--- src/xbpm_pkg.sv ---
// Shared types and constants for the XOR bit-pair mask finder.
// No dependencies; used by every module under src.
package xbpm_pkg;

	localparam int FIELD_BITS        = 30;
	localparam int COUNT_BITS        = 3;
	localparam int ADDR_WIDTH_DEF    = 30;
	localparam int MAX_MASKS_DEF     = 16;
	localparam int QUEUE_DEPTH       = 2;
	localparam logic [COUNT_BITS-1:0] COUNT_MAX   = 3'd7;
	localparam logic [COUNT_BITS-1:0] LIMIT_RESET = 3'd5;

	// One classified address on its way from the front to the back.
	typedef struct packed {
		logic [FIELD_BITS-1:0] address;
		logic                  is_first;
		logic                  last;
	} item_t;

	typedef struct packed {
		logic full;
		logic empty;
	} q_status_t;

endpackage

--- src/xbpm_queue.sv ---
// Short register queue between front and back end.
// Depends on xbpm_pkg for the item type and depth.
module xbpm_queue (
	input  logic                clk,
	input  logic                arst_n,
	input  logic                push,
	input  xbpm_pkg::item_t     push_item,
	input  logic                pop,
	output xbpm_pkg::item_t     pop_item,
	output xbpm_pkg::q_status_t qs
);
	import xbpm_pkg::*;

	localparam int PW = (QUEUE_DEPTH > 1) ? $clog2(QUEUE_DEPTH) : 1;
	localparam int CW = $clog2(QUEUE_DEPTH + 1);

	item_t          slot_q [QUEUE_DEPTH];
	logic [PW-1:0]  wr_q;
	logic [PW-1:0]  rd_q;
	logic [CW-1:0]  count_q;

	assign qs.full  = (count_q == CW'(QUEUE_DEPTH));
	assign qs.empty = (count_q == '0);
	assign pop_item = slot_q[rd_q];

	always_ff @(posedge clk) begin
		if (push) begin
			slot_q[wr_q] <= push_item;
		end
	end

	always_ff @(posedge clk or negedge arst_n) begin
		if (!arst_n) begin
			wr_q    <= '0;
			rd_q    <= '0;
			count_q <= '0;
		end else begin
			if (push) begin
				wr_q <= (wr_q == PW'(QUEUE_DEPTH - 1)) ? '0 : PW'(wr_q + PW'(1));
			end
			if (pop) begin
				rd_q <= (rd_q == PW'(QUEUE_DEPTH - 1)) ? '0 : PW'(rd_q + PW'(1));
			end
			if (push && !pop) begin
				count_q <= CW'(count_q + CW'(1));
			end else if (pop && !push) begin
				count_q <= CW'(count_q - CW'(1));
			end
		end
	end

endmodule

--- config.mk ---
export PLATFORM = sky130hd
export DESIGN_NAME = xbpm_queue
export DESIGN_NICKNAME = d
export VERILOG_FILES = /design/src/xbpm_pkg.sv /design/src/xbpm_queue.sv
export SDC_FILE = /design/constraint.sdc
export NUM_CORES = 1
export LEC_CHECK = 0
export BUFFER_PORTS_ARGS = -buffer_cell sky130_fd_sc_hd__buf_2
export CAP_MARGIN = 20
export CORE_MARGIN = 2
export CORE_UTILIZATION = 55
export CTS_CLUSTER_DIAMETER = 30
export DETAILED_ROUTE_END_ITERATION = 10
export PLACE_DENSITY_LB_ADDON = 0.12
export SLEW_MARGIN = 0
export SYNTH_ARGS = -nofsm -noshare
export SYNTH_HDL_FRONTEND = slang
export SYNTH_SLANG_ARGS = --single-unit
--- constraint.sdc ---
create_clock -name clk -period 3.4 [get_ports clk]
set_input_delay 0.68 -clock clk [delete_from_list [all_inputs] [get_ports clk]]
set_output_delay 0.68 -clock clk [all_outputs]
set_load 0.02 [all_outputs]
==> results_dict.tcl <==
set metrics [dict create \
    timing.max_cap.violations 0 \
    effective_utilization_at_floorplan_pct 56.45 \
    clock_tree.buffer_depth 2 \
    setup_viol 0 \
    cts_buffers 9 \
    final_cells 251 \
    wire_per_inst_um 15.98 \
    syn-num-nets 153 \
    antenna_violations_before_repair 0 \
    grt_pass1_vias 1343 \
    endpoint_type_of_the_worst_setup_path "primary output" \
    path_class "flip-flop to primary output" \
    final_nets 231 \
    finalWeightedCongestion 0.6837 \
    final.setup.tns_ns 0 \
    synth.avg_cell_area_um2 22.83 \
    postSynthRegisterBits 68 \
    placement.io_buffers 69 \
    cts.sinks 68 \
    power_frac_seq_pct 46.4 \
    post-layout-total-power_mw 2.643 \
    first_pass_grt_wire_length_um 6065 \
    p_leak_nw 1.308 \
    netlist.area_leader.share_pct 72.56 \
    h-tree-depth 3 \
    ys_top_cells_by_count "edfxtp_1, mux2_4, dfrtp_1, xor2_1" \
    timing.critical_path.cells "buf_4 > mux2_4 > buf_2" \
    time_the_final_worst_path_needs_with_i_o_delays_and_setup_ns 2.597 \
    cp.required_ns 2.72 \
    fraction_of_synthesis_flops_using_an_asynchronous_set_or_reset_pin_pct 5.882 \
    placement.setup.worst_slack_ns 1.122 \
    fill_cells 323 \
    slew_limit_fails 0 \
    dominantRegCellSynth "edfxtp_1" \
    drt_iter0_markers 76 \
    grt_start_max_net_pins 33 \
    timing.final.crit_share_pct 76.37 \
    die_y_um 73.40 \
    critical-path-slowest-cell "dfrtp_2" \
    slew_headroom_pct 37.65 \
    power_frac_clock_pct 19.3 \
    postcts_setup_bufs 0 \
    groute.usage.overall_pct 16.09 \
    synth_edf_count 64 \
    finClkSkew_ns 0.008257 \
    ir_worst_vdd_v 0.0005490 \
    final_util_pct 67.36 \
    holdCritPathClass "primary input to asynchronous set/reset pin" \
    placed_cells 237 \
    grt_setup_unrepaired "false" \
    timing.final.hold_violations 0 \
    num_rows 25 \
    status "complete, no violations" \
    clk_transition_reported_paths_ns 0.06 \
    comb_power_share_pct 34.3 \
    critical_path.max_fanout 18 \
    ys_top_cells_by_area "edfxtp_1, mux2_4, dfrtp_1" \
    slowest_delay_ns 0.69 \
    timing.critical_path.arrival_ns 1.92 \
    detail-route-antenna-nets 0 \
    layout_setup_ws_ns 0.8033 \
    fp.dieArea_mm2 0.005387 \
    netSwitchingFraction_pct 32.07 \
    cts_hold_buf 0 \
    dpl-instance-area_mm2 0.003014 \
    die_w_um 73.40 \
    ports_placed_on_the_boundary 70 \
    power.density_mw_per_mm2 836.1 \
    max_slew.worst_pin.slew_ns 0.9332 \
    synthCells 116 \
    timing.critical_path.from_type "flip-flop" \
    synth-seq-area-share_pct 76.33 \
    vias_per_cell 5.052 \
    area_overhead_of_the_layout_relative_to_synthesis_pct 19.32 \
    postCtsResizedCells 0 \
    post_route_cells_drive_above_1_share_pct 59.39 \
    totalWireLength_um 4010 \
    post-route-drc-count 0 \
    antenna_cells_inserted 0 \
    intPower_mw 1.795 \
    p_switching_mw 0.8474 \
    grt_overflow_total 0 \
    detailedPlacementHpwl_um 2655 \
    ys_types 13 \
    netlist_area_before_placement_mm2 0.002649 \
    synth_largest_area_cell "edfxtp_1" \
    finalHoldWorstSlack_ns 0.1508 \
    clock_tree_from_tritoncts "done" \
    clock_insertion_delay_worst_skew_ns 0.33 \
    yosysWarnings 0 \
    maxClockFrequency_mhz 385.1 \
    placeableCoreArea_mm2 0.004692 \
    clockRootBuffer "clkbuf_8" \
    layout.cell_area.non_filler_mm2 0.003161 \
    via_count 1268 \
    synth.most_common_cell "edfxtp_1" \
    drt_pass1_iterations 3 \
]
[critical path, delay by kind of cell (launching register included)]
kind	cells	cell delay, ns
buffers and inverters	2	0.56
DFF	1	0.69
muxes	1	0.34
[cell type report]
type                    instances  area (um2)  share of cell area [%]
repair buffers                 71       360.3                   11.40
inverters                       1       3.754                  0.1188
flip-flops and latches         68        2023                   64.01
well taps                      54       67.56                   2.138
multi-input cells              43       559.3                   17.70
clock buffers                  10       127.6                   4.038
clock inverters                 4       18.77                  0.5938
[flip-flops by register name, summed over array words and instances (netlist names)]
signal   cells
count_q      2
slot_q      64
rd_q         1
wr_q         1
[cells in the final DEF, fill, tap and decap left out]
master    count
buf_2        69
edfxtp_1     64
mux2_4       29
clkbuf_8      9
xor2_1        4
mux2_2        3
clkinv_2      3
dfrtp_1       3
nor2_1        2
buf_4         2
inv_1         1
and2_1        1
nor2b_1       1
nor2b_4       1
xnor2_1       1
ha_1          1
clkinv_1      1
clkbuf_1      1
dfrtp_2       1
[path summary, 6_finish.rpt]
path,start,endpoint,cells after the start,slack [ns]
max in group asynchronous,arst_n,rd_q,1,3.11
worst max-delay path,rd_q,pop_item[3],3,0.80
worst max register to register,wr_q,slot_q[0][8],1,1.83
min in group clk,count_q[1],count_q[1],1,0.49
worst min-delay path,arst_n,count_q[1],1,0.15
worst min register to register,count_q[1],count_q[1],1,0.49
[logic make-up (layout without fill, tap and decap cells)]
kind of cell             count (synthesis)  in the layout  share of synthesized area [%]
XOR/XNOR                                 5              5                          1.653
adder cells (fa/ha/maj)                  1              1                         0.4723
buffers and inverters                    5             86                          2.834
flip-flops                              68             68                          76.33
multiplexers                            32             32                          17.71
AND/OR/NAND/NOR                          5              5                         0.9922
[power by group through the flow]
stage	clock network [mW]	registers (mW)	logic [mW]
CTS	0.527	1.23	0.918
detailed placement	0	1.25	0.915
finish	0.511	1.23	0.905
global route	0.559	1.25	0.959
global placement	0	1.24	0.901
floorplan	0	1.18	0.801
[layer usage]
| metal | share of wire (%) | up-vias | GRT usage, % |
|---|---|---|---|
| li1 | - | 601 | - |
| met1 | 39 | 614 | 17.39 |
| met2 | 52 | 45 | 26.63 |
| met3 | 7.1 | 8 | 7.133 |
| met4 | 1.6 | 0 | 8.485 |
| met5 | 0 | - | 0 |
(Power assumes the default switching activity.)
